<file path="src/hdl/qbd_pkg.sv">
// Shared types, codes and constants of the quadtree bitmap decoder.
`default_nettype none

package qbd_pkg;

    // Default frame limits
    localparam int DEF_MAX_WIDTH  = 65536;
    localparam int DEF_MAX_HEIGHT = 65536;

    // Depth of the request queue between front and back
    localparam int QUEUE_DEPTH = 4;

    // Header layout
    localparam logic [3:0] HDR_STORE_LEN = 4'd12;
    localparam logic [7:0] MAGIC_0 = 8'h4D;  // 'M'
    localparam logic [7:0] MAGIC_1 = 8'h52;  // 'R'
    localparam logic [7:0] MAGIC_2 = 8'h46;  // 'F'
    localparam logic [7:0] MAGIC_3 = 8'h31;  // '1'

    // Result kinds
    localparam logic [1:0] KIND_LEAF    = 2'd0;
    localparam logic [1:0] KIND_HDR_OK  = 2'd1;
    localparam logic [1:0] KIND_BAD     = 2'd2;
    localparam logic [1:0] KIND_TOO_BIG = 2'd3;

    // Queue request types
    localparam logic ITEM_BODY = 1'b0;
    localparam logic ITEM_HDR  = 1'b1;

    // Configuration register indexes
    localparam int CFG_IDX_W = 2;
    localparam logic [CFG_IDX_W-1:0] CFG_COLOR_MODE = 2'd0;
    localparam logic [CFG_IDX_W-1:0] CFG_PAD_OUTPUT = 2'd1;

    // Color masks for size coloring
    localparam logic [7:0] MASK_RED   = 8'h55;
    localparam logic [7:0] MASK_GREEN = 8'h66;
    localparam logic [7:0] MASK_BLUE  = 8'h78;

    // Deepest tree level (1x1 node)
    localparam logic [2:0] LEVEL_MAX = 3'd6;

    typedef struct packed {
        logic        typ;      // ITEM_BODY or ITEM_HDR
        logic [1:0]  kind;     // header verdict
        logic [7:0]  data;     // body byte
        logic [16:0] fw;
        logic [16:0] fh;
        logic        empty;    // accepted header with zero area
    } q_ctl_t;

    typedef struct packed {
        logic [1:0]  kind;
        logic [15:0] x_pos;
        logic [15:0] y_pos;
        logic [2:0]  size_log2;
        logic        pixel_bit;
        logic [7:0]  red;
        logic [7:0]  green;
        logic [7:0]  blue;
        logic [16:0] frame_width;
        logic [16:0] frame_height;
        logic        image_done;
        logic        last;
    } res_t;

endpackage

`default_nettype wire

</file>
<file path="src/hdl/qbd_front.sv">
// Front end: takes bytes, parses the header, queues header verdicts and body bytes.
`default_nettype none

module qbd_front #(
    parameter int MAX_WIDTH  = qbd_pkg::DEF_MAX_WIDTH,
    parameter int MAX_HEIGHT = qbd_pkg::DEF_MAX_HEIGHT,
    parameter int TCW        = 11,
    parameter int TRW        = 11
) (
    input  wire logic                   clk,
    input  wire logic                   rst_n,
    input  wire logic                   in_valid,
    output logic                        in_ready,
    input  wire logic [7:0]             in_byte,
    input  wire logic                   pad_output,
    output logic                        q_push,
    input  wire logic                   q_full,
    output qbd_pkg::q_ctl_t             q_ctl,
    output logic [TCW+TRW-1:0]          q_dims
);
    import qbd_pkg::*;

    localparam int WW = $clog2(MAX_WIDTH + 1);
    localparam int HW = $clog2(MAX_HEIGHT + 1);

    localparam logic [1:0] FR_HDR  = 2'd0;
    localparam logic [1:0] FR_BODY = 2'd1;
    localparam logic [1:0] FR_DONE = 2'd2;

    logic [1:0]  phase_reg;
    logic [3:0]  idx_reg;
    logic [7:0]  hb_reg [12];

    logic        accept;
    logic [31:0] w32, h32;
    logic        bad, big, ok, empty;
    logic [WW:0] wsum;
    logic [HW:0] hsum;

    assign in_ready = !q_full;
    assign accept   = in_valid && in_ready;

    assign w32 = {hb_reg[4], hb_reg[5], hb_reg[6], hb_reg[7]};
    assign h32 = {hb_reg[8], hb_reg[9], hb_reg[10], hb_reg[11]};

    assign bad   = (hb_reg[0] != MAGIC_0) || (hb_reg[1] != MAGIC_1) ||
                   (hb_reg[2] != MAGIC_2) || (hb_reg[3] != MAGIC_3) || (in_byte != 8'd0);
    assign big   = (w32 > 32'(MAX_WIDTH)) || (h32 > 32'(MAX_HEIGHT));
    assign ok    = !bad && !big;
    assign empty = (w32 == 32'd0) || (h32 == 32'd0);

    // Rounded-up sizes; only meaningful when the size check passed
    assign wsum = {1'b0, w32[WW-1:0]} + (WW+1)'(63);
    assign hsum = {1'b0, h32[HW-1:0]} + (HW+1)'(63);

    always_comb
    begin
        q_ctl       = '0;
        q_dims      = '0;
        q_push      = 1'b0;
        unique case (phase_reg)
            FR_HDR:
            begin
                q_ctl.typ = ITEM_HDR;
                q_push    = accept && (idx_reg == HDR_STORE_LEN);
                if (bad)
                    q_ctl.kind = KIND_BAD;
                else if (big)
                    q_ctl.kind = KIND_TOO_BIG;
                else
                begin
                    q_ctl.kind  = KIND_HDR_OK;
                    q_ctl.empty = empty;
                    if (pad_output)
                    begin
                        q_ctl.fw = 17'((wsum >> 6) << 6);
                        q_ctl.fh = 17'((hsum >> 6) << 6);
                    end
                    else
                    begin
                        q_ctl.fw = 17'(w32);
                        q_ctl.fh = 17'(h32);
                    end
                    q_dims = {TRW'(hsum >> 6), TCW'(wsum >> 6)};
                end
            end
            FR_BODY:
            begin
                q_ctl.typ  = ITEM_BODY;
                q_ctl.data = in_byte;
                q_push     = accept;
            end
            default:
            begin
                q_push = 1'b0;
            end
        endcase
    end

    always_ff @(posedge clk or negedge rst_n)
    begin
        if (!rst_n)
        begin
            phase_reg <= FR_HDR;
            idx_reg   <= 4'd0;
        end
        else if (accept && phase_reg == FR_HDR)
        begin
            if (idx_reg != HDR_STORE_LEN)
                idx_reg <= idx_reg + 4'd1;
            else if (ok && !empty)
                phase_reg <= FR_BODY;
            else
                phase_reg <= FR_DONE;
        end
    end

    // Header store: written before every read, no reset
    always_ff @(posedge clk)
    begin
        if (accept && phase_reg == FR_HDR && idx_reg != HDR_STORE_LEN)
            hb_reg[idx_reg] <= in_byte;
    end

endmodule

`default_nettype wire

</file>
<file path="src/hdl/qbd_fifo.sv">
// Small flip-flop queue carrying requests from the front to the back.
`default_nettype none

module qbd_fifo #(
    parameter int WIDTH = 8,
    parameter int DEPTH = qbd_pkg::QUEUE_DEPTH
) (
    input  wire logic             clk,
    input  wire logic             rst_n,
    input  wire logic             push,
    input  wire logic [WIDTH-1:0] push_data,
    output logic                  full,
    input  wire logic             pop,
    output logic                  head_valid,
    output logic [WIDTH-1:0]      head_data
);
    import qbd_pkg::*;

    localparam int AW = (DEPTH > 1) ? $clog2(DEPTH) : 1;

    logic [WIDTH-1:0]  mem_reg [DEPTH];
    logic [AW-1:0]     wr_ptr_reg, rd_ptr_reg;
    logic [AW:0]       count_reg;

    assign full       = (count_reg == (AW+1)'(DEPTH));
    assign head_valid = (count_reg != '0);
    assign head_data  = mem_reg[rd_ptr_reg];

    function automatic logic [AW-1:0] ptr_inc(input logic [AW-1:0] p);
        return (p == AW'(DEPTH - 1)) ? '0 : p + 1'b1;
    endfunction

    always_ff @(posedge clk or negedge rst_n)
    begin
        if (!rst_n)
        begin
            wr_ptr_reg <= '0;
            rd_ptr_reg <= '0;
            count_reg  <= '0;
        end
        else
        begin
            if (push)
                wr_ptr_reg <= ptr_inc(wr_ptr_reg);
            if (pop)
                rd_ptr_reg <= ptr_inc(rd_ptr_reg);
            if (push && !pop)
                count_reg <= count_reg + 1'b1;
            else if (pop && !push)
                count_reg <= count_reg - 1'b1;
        end
    end

    always_ff @(posedge clk)
    begin
        if (push)
            mem_reg[wr_ptr_reg] <= push_data;
    end

endmodule

`default_nettype wire

</file>
<file path="src/hdl/qbd_back.sv">
// Back end: walks the quadtree one bit per cycle while results can leave, and builds result items.
`default_nettype none

module qbd_back #(
    parameter int TCW = 11,
    parameter int TRW = 11
) (
    input  wire logic                  clk,
    input  wire logic                  rst_n,
    input  wire logic                  q_valid,
    output logic                       q_pop,
    input  wire qbd_pkg::q_ctl_t       q_ctl,
    input  wire logic [TCW+TRW-1:0]    q_dims,
    input  wire logic                  color_mode,
    output logic                       res_valid,
    input  wire logic                  res_ready,
    output qbd_pkg::res_t              result
);
    import qbd_pkg::*;

    localparam logic [1:0] BK_IDLE = 2'd0;
    localparam logic [1:0] BK_BODY = 2'd1;
    localparam logic [1:0] BK_DONE = 2'd2;

    logic [1:0]          phase_reg;
    logic                wb_v_reg;
    q_ctl_t              wb_ctl_reg;
    logic [TCW+TRW-1:0]  wb_dims_reg;
    logic [2:0]          bit_idx_reg;
    logic [2:0]          level_reg;
    logic [1:0]          cp_reg [6];
    logic                await_reg;
    logic [TCW-1:0]      tc_reg, ncols_reg;
    logic [TRW-1:0]      sr_reg, nrows_reg;
    logic                pend_v_reg, pend_dec_reg;
    res_t                pend_reg;
    logic                out_v_reg;
    res_t                out_reg;

    logic                is_body, active, bit_v, leaf, emit, step, item_end;
    logic                out_free, move;
    logic [2:0]          lvl_up;
    logic [TCW-1:0]      tc_inc;
    logic [TRW-1:0]      sr_inc;
    logic                col_wrap, row_wrap, done_after;
    logic [5:0]          xoff, yoff;
    logic [31:0]         tc_ext, sr_ext;
    logic [2:0]          lg;
    logic [7:0]          side, z;
    res_t                new_res;

    function automatic logic [7:0] chan(input logic [7:0] zv, input logic [7:0] m);
        return {zv[7], |(zv & m), 6'b0};
    endfunction

    assign is_body  = (wb_ctl_reg.typ == ITEM_BODY);
    assign active   = (phase_reg == BK_BODY);
    assign bit_v    = wb_ctl_reg.data[bit_idx_reg];
    assign leaf     = is_body && active && (await_reg || level_reg >= LEVEL_MAX);
    assign emit     = wb_v_reg && (!is_body || leaf);
    assign out_free = !out_v_reg || res_ready;
    assign step     = wb_v_reg && (!emit || !pend_v_reg || out_free);
    assign move     = pend_v_reg && out_free && (pend_dec_reg || (step && emit));

    // Climb past finished last-children after a leaf
    always_comb
    begin
        lvl_up = level_reg;
        for (int i = 6; i >= 1; i--)
        begin
            if (lvl_up == 3'(i) && cp_reg[i-1] == 2'd3)
                lvl_up = lvl_up - 3'd1;
        end
    end

    assign tc_inc     = tc_reg + 1'b1;
    assign sr_inc     = sr_reg + 1'b1;
    assign col_wrap   = !(tc_inc < ncols_reg);
    assign row_wrap   = !(sr_inc < nrows_reg);
    assign done_after = leaf && (lvl_up == 3'd0) && col_wrap && row_wrap;
    assign item_end   = !is_body || !active || (bit_idx_reg == 3'd0) || done_after;
    assign q_pop      = q_valid && (!wb_v_reg || (step && item_end));

    always_comb
    begin
        for (int i = 0; i < 6; i++)
        begin
            xoff[5-i] = (3'(i) < level_reg) && cp_reg[i][0];
            yoff[5-i] = (3'(i) < level_reg) && cp_reg[i][1];
        end
    end

    assign tc_ext = 32'(tc_reg);
    assign sr_ext = 32'(sr_reg);
    assign lg     = LEVEL_MAX - level_reg;
    assign side   = 8'd1 << lg;
    assign z      = {bit_v, side[6:0]};

    always_comb
    begin
        new_res = '0;
        if (!is_body)
        begin
            new_res.kind         = wb_ctl_reg.kind;
            new_res.frame_width  = wb_ctl_reg.fw;
            new_res.frame_height = wb_ctl_reg.fh;
            new_res.image_done   = wb_ctl_reg.empty;
            new_res.last         = 1'b1;
        end
        else
        begin
            new_res.kind      = KIND_LEAF;
            new_res.x_pos     = {tc_ext[9:0], xoff};
            new_res.y_pos     = {sr_ext[9:0], yoff};
            new_res.size_log2 = lg;
            new_res.pixel_bit = bit_v;
            if (color_mode)
            begin
                new_res.red   = chan(z, MASK_RED);
                new_res.green = chan(z, MASK_GREEN);
                new_res.blue  = chan(z, MASK_BLUE);
            end
            else
            begin
                new_res.red   = {8{bit_v}};
                new_res.green = {8{bit_v}};
                new_res.blue  = {8{bit_v}};
            end
            new_res.image_done = done_after;
            new_res.last       = item_end;
        end
    end

    always_ff @(posedge clk or negedge rst_n)
    begin
        if (!rst_n)
        begin
            phase_reg    <= BK_IDLE;
            wb_v_reg     <= 1'b0;
            bit_idx_reg  <= 3'd0;
            level_reg    <= 3'd0;
            await_reg    <= 1'b0;
            tc_reg       <= '0;
            sr_reg       <= '0;
            ncols_reg    <= '0;
            nrows_reg    <= '0;
            pend_v_reg   <= 1'b0;
            pend_dec_reg <= 1'b0;
            out_v_reg    <= 1'b0;
            for (int j = 0; j < 6; j++)
                cp_reg[j] <= 2'd0;
        end
        else
        begin
            // Working item
            if (q_pop)
            begin
                wb_v_reg    <= 1'b1;
                bit_idx_reg <= 3'd7;
            end
            else if (step && item_end)
                wb_v_reg <= 1'b0;
            else if (step)
                bit_idx_reg <= bit_idx_reg - 3'd1;

            // Tree walk
            if (step && !is_body)
            begin
                if (wb_ctl_reg.kind == KIND_HDR_OK)
                begin
                    {nrows_reg, ncols_reg} <= wb_dims_reg;
                    tc_reg    <= '0;
                    sr_reg    <= '0;
                    level_reg <= 3'd0;
                    await_reg <= 1'b0;
                    for (int j = 0; j < 6; j++)
                        cp_reg[j] <= 2'd0;
                    phase_reg <= wb_ctl_reg.empty ? BK_DONE : BK_BODY;
                end
                else
                    phase_reg <= BK_DONE;
            end
            else if (step && active)
            begin
                if (leaf)
                begin
                    await_reg <= 1'b0;
                    level_reg <= lvl_up;
                    if (lvl_up != 3'd0)
                    begin
                        for (int j = 0; j < 6; j++)
                            if (3'(j + 1) == lvl_up)
                                cp_reg[j] <= cp_reg[j] + 2'd1;
                    end
                    else if (!col_wrap)
                        tc_reg <= tc_inc;
                    else
                    begin
                        tc_reg <= '0;
                        if (row_wrap)
                            phase_reg <= BK_DONE;
                        else
                            sr_reg <= sr_inc;
                    end
                end
                else if (bit_v)
                    await_reg <= 1'b1;
                else
                begin
                    for (int j = 0; j < 6; j++)
                        if (3'(j) == level_reg)
                            cp_reg[j] <= 2'd0;
                    level_reg <= level_reg + 3'd1;
                end
            end

            // Pending result: held until its last flag is known
            if (step && emit)
            begin
                pend_v_reg   <= 1'b1;
                pend_dec_reg <= new_res.last;
            end
            else if (move)
                pend_v_reg <= 1'b0;
            else if (step && item_end && pend_v_reg)
                pend_dec_reg <= 1'b1;

            if (move)
                out_v_reg <= 1'b1;
            else if (res_ready)
                out_v_reg <= 1'b0;
        end
    end

    always_ff @(posedge clk)
    begin
        if (q_pop)
        begin
            wb_ctl_reg  <= q_ctl;
            wb_dims_reg <= q_dims;
        end
        if (step && emit)
            pend_reg <= new_res;
        else if (step && item_end && pend_v_reg && !pend_dec_reg)
            pend_reg.last <= 1'b1;
        if (move)
            out_reg <= pend_reg;
    end

    assign res_valid = out_v_reg;
    assign result    = out_reg;

endmodule

`default_nettype wire

</file>
<file path="src/hdl/quadtree_bitmap_decoder_top.sv">
// Top level of the quadtree bitmap decoder: front, request queue, back, config registers.
//
// Usage:
//   s_* channel takes the compressed file one byte per request (s_tdata = in_byte).
//   The first 13 bytes are the header; one result reports accept (with frame size),
//   bad format or size too large. Body bytes are then decoded into one leaf-square
//   result per quadtree leaf on the m_* channel, tlast marking the final result
//   caused by a byte. After an error, an empty image or the last tile every byte is
//   swallowed without result until reset.
//   cfg_* channel writes color_mode (index 0) and pad_output (index 1); write only
//   while the block is idle. cfg_ready is always high.
// Throughput: header bytes one per cycle while the request queue has room; body
//   bytes are paced by the back end walking the tree one bit per cycle while results
//   can leave. A 4-deep request queue lets the input run ahead of the walker.
// Path: a header verdict passes the request queue, the working-item register, the
//   holding stage and the output register. A leaf result sits in a holding stage until
//   the next leaf of the same byte or the byte's end fixes its tlast.
// Reset clears all control state; config returns to zero, the header is re-parsed.
// If the receiver stalls, the walker stops at the next leaf once the output register
//   and the holding stage are full; the queue then fills and s_tready drops.
`default_nettype none

module quadtree_bitmap_decoder_top #(
    parameter int MAX_WIDTH  = qbd_pkg::DEF_MAX_WIDTH,
    parameter int MAX_HEIGHT = qbd_pkg::DEF_MAX_HEIGHT
) (
    input  wire logic                          clk,
    input  wire logic                          rst_n,
    // Input bytes
    input  wire logic                          s_tvalid,
    output logic                               s_tready,
    input  wire logic [7:0]                    s_tdata,   // [7:0] in_byte
    // Results
    output logic                               m_tvalid,
    input  wire logic                          m_tready,
    // [15:0] x_pos, [31:16] y_pos, [34:32] size_log2, [35] pixel_bit,
    // [43:36] red, [51:44] green, [59:52] blue, [76:60] frame_width,
    // [93:77] frame_height, [94] image_done, [95] zero
    output logic [95:0]                        m_tdata,
    output logic [1:0]                         m_tuser,   // [1:0] kind
    output logic                               m_tlast,   // last
    // Configuration writes
    input  wire logic                          cfg_valid,
    output logic                               cfg_ready,
    input  wire logic [qbd_pkg::CFG_IDX_W-1:0] cfg_index,
    input  wire logic                          cfg_data
);
    import qbd_pkg::*;

    // Tile counters sized from the frame limits
    localparam int TCW = $clog2(((MAX_WIDTH + 63) / 64) + 1);
    localparam int TRW = $clog2(((MAX_HEIGHT + 63) / 64) + 1);
    localparam int DW  = TCW + TRW;
    localparam int QW  = $bits(q_ctl_t) + DW;

    logic          color_mode_reg, pad_output_reg;

    logic          q_push, q_full, q_pop, q_valid;
    q_ctl_t        f_ctl, b_ctl;
    logic [DW-1:0] f_dims, b_dims;
    logic [QW-1:0] q_head;
    res_t          res;

    assign cfg_ready = 1'b1;

    always_ff @(posedge clk or negedge rst_n)
    begin
        if (!rst_n)
        begin
            color_mode_reg <= 1'b0;
            pad_output_reg <= 1'b0;
        end
        else if (cfg_valid && cfg_ready)
        begin
            unique case (cfg_index)
                CFG_COLOR_MODE: color_mode_reg <= cfg_data;
                CFG_PAD_OUTPUT: pad_output_reg <= cfg_data;
                default:        ;  // unmapped index: write dropped
            endcase
        end
    end

    qbd_front #(
        .MAX_WIDTH  (MAX_WIDTH),
        .MAX_HEIGHT (MAX_HEIGHT),
        .TCW        (TCW),
        .TRW        (TRW)
    ) u_front (
        .clk        (clk),
        .rst_n      (rst_n),
        .in_valid   (s_tvalid),
        .in_ready   (s_tready),
        .in_byte    (s_tdata),
        .pad_output (pad_output_reg),
        .q_push     (q_push),
        .q_full     (q_full),
        .q_ctl      (f_ctl),
        .q_dims     (f_dims)
    );

    qbd_fifo #(
        .WIDTH (QW),
        .DEPTH (QUEUE_DEPTH)
    ) u_fifo (
        .clk        (clk),
        .rst_n      (rst_n),
        .push       (q_push),
        .push_data  ({f_ctl, f_dims}),
        .full       (q_full),
        .pop        (q_pop),
        .head_valid (q_valid),
        .head_data  (q_head)
    );

    assign {b_ctl, b_dims} = q_head;

    qbd_back #(
        .TCW (TCW),
        .TRW (TRW)
    ) u_back (
        .clk        (clk),
        .rst_n      (rst_n),
        .q_valid    (q_valid),
        .q_pop      (q_pop),
        .q_ctl      (b_ctl),
        .q_dims     (b_dims),
        .color_mode (color_mode_reg),
        .res_valid  (m_tvalid),
        .res_ready  (m_tready),
        .result     (res)
    );

    assign m_tdata = {1'b0, res.image_done, res.frame_height, res.frame_width,
                      res.blue, res.green, res.red, res.pixel_bit, res.size_log2,
                      res.y_pos, res.x_pos};
    assign m_tuser = res.kind;
    assign m_tlast = res.last;

    // Header verdicts are the only result of their byte
    a_hdr_last: assert property (@(posedge clk) disable iff (!rst_n)
        (m_tvalid && res.kind != KIND_LEAF) |-> m_tlast)
        else $error("header result without last");

    // Leaf results carry no frame size
    a_leaf_frame: assert property (@(posedge clk) disable iff (!rst_n)
        (m_tvalid && res.kind == KIND_LEAF) |->
            (res.frame_width == 17'd0 && res.frame_height == 17'd0))
        else $error("frame size on leaf result");

    // Leaf squares sit on a grid of their own size
    a_leaf_align: assert property (@(posedge clk) disable iff (!rst_n)
        (m_tvalid && res.kind == KIND_LEAF) |->
            (res.size_log2 <= LEVEL_MAX &&
             (res.x_pos & ((16'd1 << res.size_log2) - 16'd1)) == 16'd0 &&
             (res.y_pos & ((16'd1 << res.size_log2) - 16'd1)) == 16'd0))
        else $error("misaligned leaf square");

    // The queue is written while full only in a cycle that also pops it
    a_q_push: assert property (@(posedge clk) disable iff (!rst_n)
        (q_push && q_full) |-> q_pop)
        else $error("request queue overflow");

endmodule

`default_nettype wire

</file>
<file path="config.mk">
export PLATFORM = sky130hd
export DESIGN_NAME = quadtree_bitmap_decoder_top
export DESIGN_NICKNAME = d
export VERILOG_FILES = /design/src/hdl/qbd_pkg.sv /design/src/hdl/qbd_front.sv /design/src/hdl/qbd_fifo.sv /design/src/hdl/qbd_back.sv /design/src/hdl/quadtree_bitmap_decoder_top.sv
export SDC_FILE = /design/constraint.sdc
export NUM_CORES = 1
export LEC_CHECK = 0
export ABC_AREA = 1
export BUFFER_PORTS_ARGS = -buffer_cell sky130_fd_sc_hd__buf_2
export CAP_MARGIN = 20
export CORE_MARGIN = 10
export CORE_UTILIZATION = 60
export DETAILED_ROUTE_END_ITERATION = 16
export GPL_TIMING_DRIVEN = 0
export PLACE_DENSITY = 0.78
export SKIP_LAST_GASP = 1
export SLEW_MARGIN = 10
export SYNTH_ARGS = -nofsm -noshare
export SYNTH_HDL_FRONTEND = slang
export SYNTH_SLANG_ARGS = --single-unit
</file>
<file path="constraint.sdc">
create_clock -name clk -period 9.1 [get_ports clk]
set_input_delay 0.91 -clock clk [delete_from_list [all_inputs] [get_ports clk]]
set_output_delay 0.91 -clock clk [all_outputs]
set_load 0.005 [all_outputs]
</file>
==> insert_results.sql <==
INSERT INTO impl_metrics (metric_group, metric, value, unit) VALUES
('global_routing', 'grt_first_pass_wirelength', '90440', 'um'),
('clocking', 'tritoncts', 'done', ''),
('logic_synthesis', 'synth_edf_count', '592', ''),
('timing', 'final_max_slew_viol_count', '0', ''),
('power', 'p_int', '7.397', 'mW'),
('worst_setup_path', 'critical-path-top-delay-family', 'simple AND/OR/NAND/NOR gates', ''),
('timing', 'final-hold-violation-count', '0', ''),
('cells_and_area', 'largest_reg_flops', '272', ''),
('cells_and_area', 'insertedDiodeCount', '0', ''),
('timing', 'slew_headroom', '30.12', '%'),
('power', 'power.sequential.fraction', '45.3', '%'),
('timing', 'fin_crit_sh', '68.24', '%'),
('drt', 'post_drt_via_cell_ratio', '5.778', ''),
('floorplan', 'initial_core_util', '60.43', '%'),
('drt', 'num_vias', '17180', ''),
('clocking', 'post_cts_buffers', '0', ''),
('drt', 'residual_drc_count', '0', ''),
('status', 'outcome', 'complete, no violations', ''),
('clocking', 'cts-hold-fix-buffers', '0', ''),
('worst_setup_path', 'startpoint_type', 'register', ''),
('drt', 'drt-initial-drc-count', '1833', ''),
('logic_synthesis', 'ys.flop_type', 'edfxtp_1', ''),
('power', 'leakagePower', '11.97', 'nW'),
('drt', 'drt.antenna.violating_nets', '0', ''),
('power', 'switching_share', '32.57', '%'),
('clocking', 'clkTransAtPathRegs', '0.06', 'ns'),
('placement', 'routabilityCongestion', '0.8991', ''),
('logic_synthesis', 'postSynth.asyncResetShare', '12.43', '%'),
('cells_and_area', 'final_nets', '2392', ''),
('timing', 'fmaxAchievable', '161.0', 'MHz'),
('global_routing', 'grt_antenna_before_repair', '0', ''),
('worst_setup_path', 'worst_path_slowest_cell', 'dfrtp_1', ''),
('logic_synthesis', 'postSynthRegisterBits', '676', ''),
('placement', 'numPortBuffers', '115', ''),
('power', 'net-switching-power', '3.573', 'mW'),
('power', 'vdd_ir_drop_max', '0.2469', 'mV'),
('timing', 'unrepaired_setup_endpoints_after_global_routing', 'false', ''),
('clocking', 'clock_latency', '0.60', 'ns'),
('cells_and_area', 'final_util', '69.32', '%'),
('floorplan', 'top_level_ports', '118', ''),
('timing', 'fin_setup_tns', '0', 'ns'),
('power', 'pwr-share-clk', '26.1', '%'),
('timing', 'worst_pin_slew', '1.040', 'ns'),
('floorplan', 'floorplan.die.height', '233.6', 'um'),
('timing', 'finalClockSkew', '0.03363', 'ns'),
('logic_synthesis', 'synth.yosys.warnings', '0', ''),
('floorplan', 'number_of_core_rows', '78', ''),
('worst_setup_path', 'worst_setup_path_end_kind', 'register', ''),
('hold_path', 'worst_hold_path_type', 'in2async', ''),
('timing', 'min_period', '6.210', 'ns'),
('timing', 'whs', '0.3474', 'ns'),
('power', 'overall_power', '10.97', 'mW'),
('logic_synthesis', 'synthesis.area', '0.02736', 'mm2'),
('cells_and_area', 'finish.cell_count_without_fillers', '2974', ''),
('placement', 'hpwl', '39030', 'um'),
('clocking', 'htree_num_levels', '3', ''),
('clocking', 'cts_resized', '0', ''),
('logic_synthesis', 'syn-instance-count', '2114', ''),
('logic_synthesis', 'synth.yosys.seq_area_share', '72.64', '%'),
('worst_setup_path', 'crit_type', 'reg2reg', ''),
('logic_synthesis', 'post_synth_num_cell_types', '57', ''),
('global_routing', 'grt_util_all_layers', '21.40', '%'),
('worst_setup_path', 'worst_ep_required_time', '9.58', 'ns'),
('logic_synthesis', 'synth.net_count', '2184', ''),
('global_routing', 'via_count_of_the_first_global_routing_pass', '16930', ''),
('floorplan', 'die_area', '0.05455', 'mm2'),
('placement', 'number_of_placed_instances_taps_included', '2848', ''),
('global_routing', 'maximum_number_of_pins_on_one_net_before_global_route_repair', '65', ''),
('cells_and_area', 'area_growth', '14.71', '%'),
('floorplan', 'horizontal_die_dimension', '233.6', 'um'),
('clocking', 'clockRootBuffer', 'clkbuf_16', '');
==> power by group through the flow <==
stage / sequential (mW) / combinational (mW) / clock [mW]
after floorplan: 5.04 / 1.87 / 0
after global placement: 5.11 / 2.82 / 0
after detailed placement: 5.02 / 3.10 / 0
after CTS: 4.97 / 3.14 / 2.90
after global routing: 5.05 / 3.45 / 3.01
final: 4.96 / 3.14 / 2.87
==> final cells by class <==
| cell class | instances | area, um2 |
|---|---|---|
| plain buffers | 96 | 498.0 |
| clock buffers | 87 | 1837 |
| clock inverters | 34 | 475.5 |
| fillers | 2914 | 13890 |
| inverters | 214 | 812.0 |
| multi-input cells | 1128 | 6216 |
| flip-flops and latches | 676 | 19880 |
| well taps | 600 | 750.7 |
| repair buffers | 139 | 922.1 |
==> per-stage QoR <==
stage	instance area (um2)	setup slack (ns)
6_report	31390	2.890
5_1_grt	31390	2.358
4_1_cts	31370	2.931
3_5_place_dp	29050	2.967
3_3_place_gp	28690	-1.032
2_1_floorplan	27370	1.413
==> worst paths after layout <==
| check | from | to | slack (ns) | cells past startpoint |
|---|---|---|---|---|
| worst max-delay path | u_back.level_reg[0] | u_fifo.count_reg[2] | 2.89 | 38 |
| worst min-delay path | rst_n | u_fifo.count_reg[0] | 0.35 | 1 |
| worst max register to register | u_back.level_reg[0] | u_fifo.count_reg[2] | 2.89 | 38 |
| worst min register to register | u_back.pend_reg[64] | u_back.result[64] | 0.41 | 0 |
| max in group asynchronous | rst_n | u_back.nrows_reg[6] | 8.04 | 2 |
| min in group clk | u_back.pend_reg[64] | u_back.result[64] | 0.41 | 0 |
==> cells in the mapped netlist (all sizes together), types with 5 or more instances <==
library cell | count | area, um2
buf | 34 | 265.3
dfrtp | 84 | 2102
ha | 53 | 663.1
nand2 | 213 | 859.6
nand4 | 22 | 162.7
a211oi | 8 | 60.06
nor3 | 22 | 110.1
xor2 | 26 | 227.7
nor4 | 15 | 93.84
nor3b | 13 | 97.59
or2 | 7 | 43.79
inv | 212 | 798.3
xnor2 | 9 | 78.83
a31oi | 6 | 52.55
a21oi | 65 | 347.8
o21ai | 218 | 1147
edfxtp | 592 | 17780
nand3b | 5 | 41.29
clkbuf | 62 | 232.7
o22ai | 73 | 456.7
nand3 | 51 | 357.8
nor2 | 303 | 1201
==> cell families (layout without fill, tap and decap cells) <==
kind of cell	after synthesis	in the layout	synth area share [%]
flops	676	676	72.64
xor+xnor	35	35	1.120
buf+inv	310	570	4.769
compound gates	381	381	7.924
simple gates	653	653	10.90
other cells	2	2	0.02744
mux	3	3	0.1234
fa+ha+maj	54	54	2.496
==> placed cells by master, fill, tap and decap left out, types with 24 or more instances in the layout <==
master     instances
nor2_1           289
edfxtp_1         592
clkbuf_1          78
o22ai_1           73
dfrtp_1           84
ha_1              53
nand2_1          199
a21oi_1           63
inv_1            200
xor2_1            26
o21ai_1           24
nand3_1           32
clkbuf_16         71
buf_4             32
o21ai_0          181
buf_2            122
==> routing by layer <==
metal	wire [um]	share of wire, %	GRT usage [%]	up-vias
li1	-	-	-	7849
met3	4897	8.3	3.446	149
met1	22030	37	25.74	8368
met5	0	0	0	-
met2	29930	51	37.43	817
met4	1925	3.3	9.655	0
(Power assumes the default switching activity.)
